`src/rtl/oewc_pkg.sv`:
```
// ----------------------------------------------------------------------------
// oewc_pkg
// Shared widths, register indexes, constants and types for the orientation
// Euler window check.
// ----------------------------------------------------------------------------
package oewc_pkg;

   localparam int CORDIC_STEPS_DEF = 14;
   localparam int DW         = 34;   // D entry, exact sum of three Q2.14 products
   localparam int CW         = 36;   // CORDIC x/y datapath
   localparam int AW         = 20;   // CORDIC angle, radians at 2^-16
   localparam int FIFO_DEPTH = 4;
   localparam int IN_W       = 144;
   localparam int OUT_W      = 48;
   localparam int CFG_W      = 48;
   localparam int CFG_IDX_W  = 3;
   localparam int MARGIN_W   = 14;
   localparam int QW         = 18;   // Q5.13 angle before packing to Q3.13

   typedef enum logic [CFG_IDX_W-1:0] {
      REG_TARGET_ROW0  = 3'd0,
      REG_TARGET_ROW1  = 3'd1,
      REG_TARGET_ROW2  = 3'd2,
      REG_MIN_ANGLES   = 3'd3,
      REG_MAX_ANGLES   = 3'd4,
      REG_ANGLE_MARGIN = 3'd5
   } cfg_reg_type;

   localparam logic signed [AW-1:0] HALF_PI_Q16  = 20'sd102944;
   localparam logic [29:0]          INV_GAIN_Q30 = 30'd652032875;
   localparam logic signed [QW-1:0] PI_Q13       = 18'sd25736;
   localparam logic signed [QW-1:0] HALF_PI_Q13  = 18'sd12868;

   typedef struct packed {
      logic signed [DW-1:0] d00;
      logic signed [DW-1:0] d10;
      logic signed [DW-1:0] d20;
      logic signed [DW-1:0] d21;
      logic signed [DW-1:0] d22;
   } dmat_type;

   typedef struct packed {
      logic [CFG_W-1:0]    min_angles;
      logic [CFG_W-1:0]    max_angles;
      logic [MARGIN_W-1:0] margin;
   } window_type;

   // atan(2^-i) at 2^-16, rounded to nearest
   function automatic logic signed [AW-1:0] atan_q16(input int i);
      case (i)
         0:  return 20'sd51472;
         1:  return 20'sd30386;
         2:  return 20'sd16055;
         3:  return 20'sd8150;
         4:  return 20'sd4091;
         5:  return 20'sd2047;
         6:  return 20'sd1024;
         7:  return 20'sd512;
         8:  return 20'sd256;
         9:  return 20'sd128;
         10: return 20'sd64;
         11: return 20'sd32;
         12: return 20'sd16;
         13: return 20'sd8;
         14: return 20'sd4;
         15: return 20'sd2;
         16: return 20'sd1;
         default: return '0;
      endcase
   endfunction

endpackage

```
`src/rtl/oewc_fifo.sv`:
```
// ----------------------------------------------------------------------------
// oewc_fifo
// Short queue between front and back, with a registered head.
// ----------------------------------------------------------------------------
module oewc_fifo (
   input  logic                clock,
   input  logic                reset,
   input  logic                push_i,
   input  oewc_pkg::dmat_type  data_i,
   output logic                full_o,
   input  logic                pop_i,
   output logic                valid_o,
   output oewc_pkg::dmat_type  data_o
);
   import oewc_pkg::*;

   localparam int PW = $clog2(FIFO_DEPTH);

   dmat_type mem [0:FIFO_DEPTH-1];
   logic [PW-1:0] wr_ff, rd_ff;
   logic [PW:0]   cnt_ff;
   logic          hv_ff;
   dmat_type      head_ff;
   logic          load;

   assign full_o  = (cnt_ff == (PW+1)'(FIFO_DEPTH));
   assign valid_o = hv_ff;
   assign data_o  = head_ff;
   // refill the head when it is empty or leaving
   assign load    = (!hv_ff || pop_i) && (cnt_ff != '0);

   always_ff @(posedge clock) begin
      if (reset) begin
         wr_ff  <= '0;
         rd_ff  <= '0;
         cnt_ff <= '0;
         hv_ff  <= 1'b0;
      end else begin
         if (push_i) wr_ff <= wr_ff + 1'b1;
         if (load)   rd_ff <= rd_ff + 1'b1;
         cnt_ff <= cnt_ff + (PW+1)'(push_i) - (PW+1)'(load);
         if (load)       hv_ff <= 1'b1;
         else if (pop_i) hv_ff <= 1'b0;
      end
   end

   always_ff @(posedge clock) begin
      if (push_i) mem[wr_ff] <= data_i;
      if (load)   head_ff    <= mem[rd_ff];
   end

endmodule

```
`config.mk`:
```
export PLATFORM = sky130hd
export DESIGN_NAME = oewc_fifo
export DESIGN_NICKNAME = d
export VERILOG_FILES = /design/src/rtl/oewc_pkg.sv /design/src/rtl/oewc_fifo.sv
export SDC_FILE = /design/constraint.sdc
export NUM_CORES = 1
export LEC_CHECK = 0
export ABC_AREA = 1
export BUFFER_PORTS_ARGS = -buffer_cell sky130_fd_sc_hd__buf_2
export CAP_MARGIN = 20
export CORE_MARGIN = 4
export CORE_UTILIZATION = 45
export DETAILED_ROUTE_END_ITERATION = 10
export HOLD_SLACK_MARGIN = 0.02
export PLACE_DENSITY_LB_ADDON = 0.25
export SYNTH_ARGS = -nofsm -noshare
export SYNTH_HDL_FRONTEND = slang
export SYNTH_SLANG_ARGS = --single-unit
export TNS_END_PERCENT = 50
```
`constraint.sdc`:
```
create_clock -name clock -period 12.3 [get_ports clock]
set_input_delay 1.845 -clock clock [delete_from_list [all_inputs] [get_ports clock]]
set_output_delay 1.845 -clock clock [all_outputs]
set_load 0.05 [all_outputs]
```
# Yosys cells after proc, flatten, opt, wreduce, memory -nomap -nowiden
# Memories as Yosys holds them, arrays and structs flattened. A register that Yosys moved wholly into a read port is not among the register bits.
# Cells that the tools add are included.
# word_totals
ff_bits	8
latchBits	0
mem_bits_rw	680
rom_bits	0
in_bits	174
out_inout_bits	172
word_cells	19
mem_count	1
# op_classes
n_addsub	4
mul	0
n_div	0
n_lt_le_gt_ge	0
n_eq_ne	1
shifts	0
muxes	4
n_bitwise	0
reduce_logical	5
# mem_list
memory	words	word_bits	read_ports	rd_clocked_by_memory_dff	wr	line_no	text
mem	4	170	1	1	1	oewc_fifo.sv:19	dmat_type mem [0:FIFO_DEPTH-1];
# ops
op	count
$add A2 B1 Y2 const B	2
$mux W1	4
$add A3 B1 Y3	1
$eq A3 B3 Y1 const B	1
$reduce_bool A3 Y1	1
$sub A3 B1 Y3	1
$reduce_bool A2 Y1	1
$logic_and A1 B1 Y1	1
$logic_not A1 Y1	1
$logic_or A1 B1 Y1	1

# Depth between registers and ports, before layout
# Gate-level depths: netlist of run 1.
# logic_depth
ltp_word	4
mapped_depth	11
mapped_depth_nobuf	11

# Least setup slack after synthesis of run 1
# No wires, ideal clock.
# synth_timing
path_kind	input -> register
start	input port pop_i
end	register cnt_ff[1]
setup_time_ns	0.109
t_arrival_ns	12.588
t_required_ns	12.191
slack_ns	-0.398
path_stages	10
n_path_buf	0
cell_sequence	inv_1 -> nand2_1 -> inv_1 -> a31oi_1 -> ha_1 -> inv_1 -> ha_1 -> fa_1 -> inv_1 -> nor2_1
# synth_via
elab_chain_len	3
# synth_lines
element	line_no	text
from (decl)	oewc_fifo.sv:11	input logic pop_i,
$logic_or A1 B1 Y1	oewc_fifo.sv:30	assign load = (!hv_ff || pop_i) && (cnt_ff != '0);
$logic_and A1 B1 Y1	oewc_fifo.sv:30	
via load	oewc_fifo.sv:24	logic load;
$sub A3 B1 Y3	oewc_fifo.sv:41	cnt_ff <= cnt_ff + (PW+1)'(push_i) - (PW+1)'(load);
to (signal assigned)	oewc_fifo.sv:41	
to (decl)	oewc_fifo.sv:21	logic [PW:0] cnt_ff;
# The timed path passes the listed nets, and every way through them passes these cells.
# A chain may end at the register's enable or synchronous reset.

# Final worst setup path of run 1
# layout_timing
start	input port push_i
end	memory mem[2][69] in the netlist's numbering, enable pin
# layout_via
elab_chain_len	2
# layout_lines
element	line_no	text
from (decl)	oewc_fifo.sv:8	input logic push_i,
$mux W1	oewc_fifo.sv:48	if (push_i) mem[wr_ff] <= data_i;
$mux W1 (not written as such)	oewc_fifo.sv:48	
to (decl)	oewc_fifo.sv:19	
# Every way passes these cells.

==> results.tsv, run 1 <==
stage	metric	value	unit
worst_setup_path	reg2reg_to	mem[2][69]	
cts	path_clk_slew	60	ps
global_routing	grt_max_degree	259	
die	dieArea	0.0724	mm2
cts	cts_buffer_depth	3	
cells_and_area	multi_input_area	0.00428	mm2
die	initial_utilization	45.5	%
synthesis	syn_inst	1876	
pwr	power_density	260	mW/mm2
synthesis	netlist_area	0.0307	mm2
route	wire_per_inst	21.6	um
cts	cts_buffers	85	
timing	slew-limit-headroom	16.3	%
cts	cts_hold_buf	0	
cells_and_area	regArea	0.0257	mm2
run	cap_violations	0	
cts	cts_setup_buffers	0	
placed_design	portBuffers	345	
worst_setup_path	crit_required	12540	ps
route	vias	16994	
pwr	power_leakage	12.3	nW
die	core_area	0.0674	mm2
synthesis	yosysTopAreaCellShare	83.3	%
route	drtAntennaViolNets	0	
route	drc	0	
die	ios	346	
cts	cts.sinks	858	
cts	cts.repair.resized	0	
min_path	holdPathStages	2	
synthesis	ys_seq_elements	858	
timing	finClkSkew	25.2	ps
synthesis	yosysSeqAreaShare	83.8	%
worst_setup_path	start_kind	input port	
cts	clock_tree.htree_level_count	3	
global_routing	antenna_found_initial	25	
worst_setup_path	r2r_setup_slack	9220	ps
route	wl	68600	um
synthesis	synth_top_area_cell	edfxtp_1	
route	drtIter0Drc	1326	
min_path	min_to	wr_ff[1]	
placed_design	gp_congestion	0.768	
global_routing	grt_pass1_vias	16817	
timing	min_period	3860	ps
worst_setup_path	crit_arrival	4090	ps
pwr	vdd_ir_drop_max	220	uV
timing	tightest_slew	1260	ps
route	via_per_inst	5.36	
status	status	complete, no violations	
cells_and_area	mostFrequentLayoutCells	edfxtp_1, nor2_1, buf_2	
timing	min_period_over_period	31.3	%
timing	setup_tns	0	ps
die	row_count	95	
synthesis	avgSynthCellArea	16.3	um2
synthesis	synthesis.nets	2057	
timing	drv_slew	0	
min_path	min-delay-start	wr_ff[1]	
synthesis	yosysWarningCount	0	
cells_and_area	drive_gt1_share	21.5	%
cts	cts-root-buf	clkbuf_16	
min_path	holdCritPathClass	reg2reg	
cts	cts_tree	done	
route	drtPass1Iterations	5	
global_routing	grt_usage	18.5	%
cells_and_area	finalNetCount	2393	
cells_and_area	fillerInstances	5394	
cells_and_area	syn2layout_area_growth	17.2	%
timing	setup_viol	0	
cts	clock_latency	630	ps
placed_design	dp_slack	7720	ps
global_routing	grt_overflow	0	
worst_setup_path	reg2reg_depth	6	
worst_setup_path	r2r-start	wr_ff[0]	
worst_setup_path	cp_max_fo	81	
timing	fin_ws	8440	ps
synthesis	synth_area_leaders	edfxtp_1, o21ai_0, nor2_1	
die	dieHeight	269	um
worst_setup_path	end_kind	flop	
cells_and_area	final_common_cell	edfxtp_1	
synthesis	ys_types	22	
timing	final_hold_viol_count	0	
placed_design	hpwl	37400	um
global_routing	grt_pass1_wl	101000	um
timing	fmax	0.259	GHz
timing	rsz0062_at_grt	no	
die	dieWidth	269	um
worst_setup_path	setup.worst_path.class	in2reg	
==> synth_stat cells <==
| cell type | n |
|---|---|
| xnor2_1 | 1 |
| nand2_1 | 10 |
| dfxtp_1 | 8 |
| fa_1 | 1 |
| o22ai_1 | 170 |
| ha_1 | 6 |
| buf_1 | 1 |
| o21ai_1 | 11 |
| clkbuf_1 | 54 |
| buf_4 | 13 |
| nor2_1 | 346 |
| nand3_1 | 2 |
| inv_4 | 1 |
| clkbuf_2 | 2 |
| buf_6 | 16 |
| a21oi_1 | 5 |
| inv_1 | 19 |
| nor3_1 | 1 |
| buf_2 | 26 |
| o21ai_0 | 332 |
| a31oi_1 | 1 |
| edfxtp_1 | 850 |
==> metal layers <==
metal / part of all wire [%] / GRT usage [%] / vias to the layer above
li1: - / - / 7856
met1: 41 / 24.6 / 8473
met2: 48 / 29.5 / 507
met3: 7.6 / 5.07 / 134
met4: 2.7 / 6.63 / 24
met5: 0.21 / 0 / -
==> critical path, stage by stage <==
cell	delay, ps
buf_2	140
nand2_1	140
inv_8	470
buf_4	670
buf_4	730
==> cells by family after synthesis <==
logic type,after synthesis,share of synthesized area (%)
AOI/OAI and AO/OA,519,9.17
adders and majority gates,7,0.310
and+or+nand+nor,359,4.41
xor gates and xnor gates,1,0.0286
DFF,858,83.8
buffers and inverters,132,2.29
==> metrics by stage <==
step                      std cells  utilization [%]  hold slack, ps  instance area, um2  total power, mW
after detailed placement       2997             49.0             521               33100             6.86
after global routing           3163             53.3             579               35900             9.75
after CTS                      3156             53.2             528               35900             9.44
after global placement         2996             49.0             508               33000             6.80
final                          3171             53.3             532               35900             9.34
after floorplan                1876                -             490               30700             6.14
==> sequential cells by signal, indices dropped and copies added, names as in the netlist <==
name	cells
data_o	170
valid_o	1
cnt_ff	3
mem	680
rd_ff	2
wr_ff	2
==> power by group <==
group	switching (mW)	leakage, nW	total (mW)	internal, mW
Combinational	2.16	2.99	2.70	0.539
Sequential	0.225	7.97	4.06	3.84
Clock	1.07	1.37	2.58	1.51
Total	3.45	12.3	9.34	5.89
==> worst max-delay path by stage <==
stage / from / endpoint / cells after the start
2_1_floorplan: pop_i / cnt_ff[1] / 10
3_3_place_gp: push_i / mem[2][70] / 5
3_5_place_dp: push_i / mem[2][65] / 5
4_1_cts: push_i / mem[2][62] / 5
5_1_grt: push_i / mem[2][69] / 5
6_report: push_i / mem[2][69] / 5
==> layout make-up <==
class / count / area share (%)
Clock inverter: 53 / 1.59
Inverter: 20 / 0.320
Clock buffer: 106 / 6.23
Antenna cell: 14 / 0.0975
Multi-Input combinational cell: 886 / 11.9
Sequential cell: 858 / 71.5
Timing Repair Buffer: 361 / 5.29
Tap cell: 873 / 3.04
Power figures use the tool's default switching activity.
==> run 2, diff against run 1 <==
ABC_AREA = 0   (was 1)
clock period = 3.45 ns   (was 12.3 ns; I/O delays follow)
==> results.tsv, run 2 <==
stage	metric	value	unit	change
cts	cts_hold_buf	0		unchanged
placed_design	place_area	0.0332	mm2	+0.57%
die	initial_utilization	45.6	%	+0.12 points
route	drc	0		unchanged
timing	final_hold_viol_count	0		unchanged
synthesis	synthFlopType	edfxtp_1		
synthesis	ys_types	22		unchanged
synthesis	synth_top_area_cell	edfxtp_1		
synthesis	syn_inst	1106		-41%
timing	slew-limit-headroom	34.8	%	+19 points
status	status	complete, no violations		
global_routing	grt_overflow	0		unchanged
worst_setup_path	setup.worst_path.class	reg2reg		
synthesis	ys_seq_elements	858		unchanged
synthesis	yosysWarningCount	0		unchanged
placed_design	portBuffers	345		unchanged
die	dieArea	0.0711	mm2	-1.8%
worst_setup_path	end_kind	flop		
synthesis	ys_top_cells_by_count	edfxtp_1, mux4_2, buf_2, buf_6, dfxtp_1		
pwr	power_density	905	mW/mm2	+250%
global_routing	grt_usage	16.8	%	-1.6 points
route	via_per_inst	5.23		-2.4%
cts	cts_buffer_depth	3		unchanged
timing	min_period_over_period	67.3	%	
run	cap_violations	0		unchanged
timing	setup_viol	0		unchanged
global_routing	grt_max_degree	124		-52%
timing	rsz0062_at_grt	no		
global_routing	grt_pass1_vias	14001		-17%
cells_and_area	finalNetCount	1730		-28%
route	drtAntennaViolNets	0		unchanged
timing	drv_slew	0		unchanged
placed_design	gp_congestion	0.732		-4.7%
global_routing	grt_pass1_wl	88900	um	-12%
cells_and_area	regMostFlops	mem		
cells_and_area	largest_reg_flops	680		unchanged
synthesis	synthesis.nets	1287		-37%
route	vias	13024		-23%
cells_and_area	fillerInstances	4938		-8.5%
global_routing	antenna_found_initial	18		-28%
pwr	vdd_ir_drop_max	1810	uV	+720%
synthesis	netlist_area	0.0301	mm2	-1.8%
synthesis	yosysMostFrequentCell	edfxtp_1		
cells_and_area	regArea	0.0257	mm2	about the same
cts	cts-root-buf	clkbuf_16		
cells_and_area	mostFrequentLayoutCells	edfxtp_1, buf_2, mux4_2		
cts	cts_buffers	88		+3.5%
min_path	holdPathStages	1		-1
route	drtPass1Iterations	5		unchanged
cts	cts.repair.resized	0		unchanged
synthesis	avgSynthCellArea	27.2	um2	+67%
cells_and_area	syn2layout_area_growth	20.1	%	
cts	clock_latency	610	ps	-20 ps
die	row_count	94		-1.1%
cts	cts.sinks	858		unchanged
cts	clock_tree.htree_level_count	3		unchanged
cts	cts_tree	done		
timing	min_period	2320	ps	
synthesis	async_flop_share	0	%	unchanged
cells_and_area	drive_gt1_share	43.4	%	+22 points
timing	fmax	0.431	GHz	
placed_design	hpwl	36300	um	-3.1%
synthesis	synth_edf_count	850		unchanged
worst_setup_path	start_kind	flop		
die	ios	346		unchanged
min_path	holdCritPathClass	in2reg		
synthesis	synth_area_leaders	edfxtp_1, mux4_2, dfxtp_1		
cts	path_clk_slew	60	ps	about the same
cells_and_area	final_common_cell	edfxtp_1		
die	core_area	0.0660	mm2	-2.1%
worst_setup_path	reg2reg_depth	4		-2
timing	fin_ws	1130	ps	-7320 ps
route	wl	60000	um	-13%
worst_setup_path	crit_arrival	2580	ps	-1510 ps
die	dieWidth	267	um	-0.90%
route	wire_per_inst	24.1	um	+11%
cells_and_area	fin_area	0.0361	mm2	+0.63%
placed_design	dp_slack	986	ps	-6740 ps
route	drtIter0Drc	912		-31%
synthesis	yosysSeqAreaShare	85.4	%	+1.6 points
cts	cts_setup_buffers	0		unchanged
die	dieHeight	267	um	-0.90%
worst_setup_path	cp_max_fo	123		+52%
cells_and_area	multi_input_area	0.00414	mm2	-3.4%
timing	finClkSkew	17.5	ps	-7.67 ps
pwr	power_leakage	12.1	nW	-1.8%
timing	tightest_slew	977	ps	-278 ps
synthesis	yosysTopAreaCellShare	84.8	%	+1.6 points
worst_setup_path	crit_required	3710	ps	-8830 ps
==> run 2: cell count changes in the layout (fill, tap and decap cells not counted), moves of 16 or more <==
cell     previous run  this run
nor2_1            346         5
o21ai_0           332         0
mux4_2              0       170
o22ai_1           170         0
buf_12              1        18
buf_4              13        29
==> run 2: logic make-up after synthesis <==
logic type	after synthesis	synth area share [%]
AOI/OAI and AO/OA	1	0.0250
DFF	858	85.4
adders and majority gates	7	0.316
and+or+nand+nor	20	0.366
muxes	172	12.8
buffers and inverters	45	1.05
xor gates and xnor gates	3	0.0873
==> run 2: metal layers <==
metal | GRT usage, % | vias to the layer above | wire length (um)
met5 | 0 | - | 95
met4 | 4.93 | 16 | 1260
met3 | 4.52 | 101 | 4010
met2 | 27.7 | 354 | 30100
met1 | 22.4 | 6882 | 24500
li1 | - | 5671 | -
==> run 2: cell type report <==
| type | count | area share [%] |
|---|---|---|
| multi-input combinational | 203 | 11.4 |
| inverter | 6 | 0.0623 |
| sequential | 858 | 71.1 |
| timing repair buffer | 392 | 6.38 |
| antenna | 12 | 0.0831 |
| clock buffer | 111 | 6.45 |
| tap | 864 | 2.99 |
| clock inverter | 45 | 1.52 |
==> run 2: final timing paths <==
| path | startpoint | endpoint | slack, ps |
|---|---|---|---|
| setup / recovery | cnt_ff[2] | data_o[0] | 1130 |
| hold / removal | data_i[100] | mem[3][100] | 110 |
| setup reg to reg | cnt_ff[2] | data_o[0] | 1130 |
| hold reg to reg | cnt_ff[1] | cnt_ff[2] | 570 |
==> run 2: per-stage QoR <==
stage	setup TNS, ps	total power, mW	util [%]	hold WS, ps	instances
CTS	0	33.2	54.7	59.9	2479
finish	0	32.7	54.8	114	2491
floorplan	-523380	21.3	-	498	1106
global route	0	34.0	54.8	85.0	2481
global placement	0	23.7	50.4	534	2323
detailed placement	0	23.7	50.4	551	2323
==> run 2: worst max-delay path: stages, from the launching register on <==
cell	delay, ps
dfxtp_1	380
nor3_1	130
nor2_4	130
buf_12	480
buf_4	530
==> run 2: where the power goes <==
part           switching (mW)  leakage [nW]  internal (mW)
sequential              0.714          7.97           13.6
combinational            6.35          2.74           2.66
clock                    3.81          1.39           5.56
total                    10.9          12.1           21.8
==> run 3, diff against run 2 <==
clock period = 2 ns   (was 3.45 ns; I/O delays follow)
==> results.tsv, run 3 (synthesized netlist as in run 2, its figures left out) <==
stage	metric	value	unit	change
status	status	complete, no violations		
worst_setup_path	cp_max_fo	2		-98%
cells_and_area	mostFrequentLayoutCells	edfxtp_1, buf_2, dlygate4sd3_1		
placed_design	gp_congestion	0.736		+0.55%
route	drc	0		unchanged
cells_and_area	post-route-util	57.7	%	+3.0 points
pwr	total_power	56.3	mW	+72%
cts	cts.sinks	858		unchanged
global_routing	grt_pass1_vias	15191		+8.5%
timing	fin_ws	32.7	ps	-1100 ps
cells_and_area	drive_gt1_share	39.8	%	-3.6 points
timing	drv_slew	0		unchanged
cts	clock_tree.htree_level_count	3		unchanged
global_routing	gr-usage-met3	4.04	%	-0.48 points
timing	fmax	0.508	GHz	+18%
cts	cts_tree	done		
timing	min_period	1970	ps	-355 ps
placed_design	portBuffers	345		unchanged
global_routing	use_met2	28.7	%	+0.99 points
global_routing	use_met1	22.5	%	+0.040 points
worst_setup_path	r2r_setup_slack	30	ps	-1100 ps
timing	slew-limit-headroom	58.1	%	+23 points
die	core_area	0.0660	mm2	unchanged
pwr	power_leakage	12.9	nW	+6.7%
route	drtIter0Drc	1015		+11%
timing	setup_viol	0		unchanged
pwr	switchingPower	18.9	mW	+74%
die	dieWidth	267	um	unchanged
pwr	swShare	33.5	%	+0.28 points
worst_setup_path	crit_required	2490	ps	-1220 ps
global_routing	grt_max_degree	90		-27%
global_routing	grt_overflow	0		unchanged
global_routing	grt_pass1_wl	91300	um	+2.7%
timing	setup_tns	0	ps	unchanged
cts	cts-root-buf	clkbuf_16		
worst_setup_path	critPathLaunch	cnt_ff[1]		
route	via_per_inst	5.15		-1.5%
min_path	min-delay-start	push_i		
die	dieHeight	267	um	unchanged
route	wl	60100	um	+0.17%
timing	finClkSkew	16.6	ps	-0.919 ps
die	dieArea	0.0711	mm2	unchanged
cells_and_area	syn2layout_area_growth	26.6	%	
cts	path_clk_slew	50	ps	about the same
pwr	seqPwrFrac	42.9	%	-0.9 points
timing	tightest_slew	629	ps	-348 ps
min_path	holdCritPathClass	in2reg		
die	initial_utilization	45.6	%	unchanged
cts	cts_setup_buffers	0		unchanged
worst_setup_path	crit_end	cnt_ff[2]		
timing	whs	119	ps	+5.64 ps
route	vias	13755		+5.6%
worst_setup_path	setup.worst_path.class	reg2reg		
route	drtPass1Iterations	4		-1
global_routing	antenna_found_initial	6		-12
cts	clock_latency	620	ps	about the same
global_routing	grt_usage	17.0	%	+0.18 points
timing	final_hold_viol_count	0		unchanged
worst_setup_path	r2r-start	cnt_ff[1]		
route	wire_per_inst	22.5	um	-6.6%
worst_setup_path	reg2reg_to	cnt_ff[2]		
cells_and_area	final_cells	2671		+7.2%
cells_and_area	final_common_cell	edfxtp_1		
worst_setup_path	reg2reg_depth	10		+6
die	row_count	94		unchanged
global_routing	top_usage_layer	met2		
worst_setup_path	crit_arrival	2460	ps	-120 ps
cells_and_area	largest_reg_flops	680		unchanged
cts	cts_buffer_depth	3		unchanged
cells_and_area	fillerInstances	4776		-3.3%
die	ios	346		unchanged
route	drtAntennaViolNets	0		unchanged
cells_and_area	fin_area	0.0381	mm2	+5.4%
cells_and_area	regMostFlops	mem		
pwr	power.internal	37.4	mW	+71%
run	cap_violations	0		unchanged
placed_design	dp_slack	-13.8	ps	-1000 ps
placed_design	hpwl	35800	um	-1.4%
timing	min_period_over_period	98.4	%	+31 points
pwr	vdd_ir_drop_max	1230	uV	-32%
placed_design	place_area	0.0337	mm2	+1.3%
pwr	p_comb_share	29.8	%	+2.3 points
pwr	power_density	1480	mW/mm2	+63%
pwr	clockPowerShare	27.3	%	-1.4 points
worst_setup_path	start_kind	flop		
worst_setup_path	end_kind	flop		
placed_design	post-place-cells	2340		+0.73%
timing	rsz0062_at_grt	yes		
cells_and_area	finalNetCount	1918		+11%
cts	cts_buffers	87		-1.1%
[run 3: changes by cell type in the layout (fill, tap and decap cells not counted), moves of 3 or more]
cell / before / now
bufinv_16: 10 / 5
clkinv_2: 11 / 15
clkinv_1: 10 / 21
clkbuf_1: 21 / 17
dfxtp_1: 5 / 2
dfxtp_2: 0 / 3
inv_6: 4 / 1
dlygate4sd3_1: 0 / 172
diode_2: 12 / 4
buf_4: 29 / 25
clkinvlp_4: 5 / 2
buf_12: 18 / 39
[run 3: critical path, cell delays in order, from the launching register on]
cell and delay, ps:
dfxtp_2 330, nor3_2 170, buf_4 150, nor2_4 30, ha_1 270, inv_1 50
ha_4 150, fa_2 340, xnor2_2 150, xnor2_1 150, nor2_1 60
[run 3: repair_timing]
action                     4_1_cts  5_1_grt
hold buffers                   172        0
pin swaps                        2        0
setup endpoints to repair        1        2
resized for setup                1        2
hold endpoints to repair       686        0
[run 3: power by group through the flow]
stage / logic, mW / clock network [mW] / registers (mW)
floorplan: 5.45 / 0 / 30.1
global placement: 16.7 / 0 / 24.5
detailed placement: 16.8 / 0 / 24.5
CTS: 17.1 / 15.8 / 24.2
global route: 17.6 / 16.6 / 24.4
finish: 16.8 / 15.3 / 24.2
[run 3: final cells by class]
cell class	instances	area (um2)	area share, %
multi-input combinational	203	4170	10.9
clock inverter	49	409	1.07
sequential	858	25700	67.5
tap	864	1080	2.84
timing repair buffer	581	4420	11.6
clock buffer	106	2290	6.01
antenna	4	10.0	0.0263
inverter	6	22.5	0.0591
[run 3: worst min-delay path by stage]
stage	slack, ps	cells past startpoint	to
after global placement	510	1	mem[0][125]
after detailed placement	520	1	mem[0][107]
after CTS	70	3	wr_ff[0]
after global routing	110	3	wr_ff[0]
after floorplan	400	0	mem[0][0]
final	120	3	wr_ff[0]
[run 3: routing by layer]
metal / vias to the layer above / wire length, um
met4: 4 / 1220
met2: 379 / 30700
met1: 7250 / 24300
met5: - / 27
met3: 86 / 3890
li1: 6036 / -
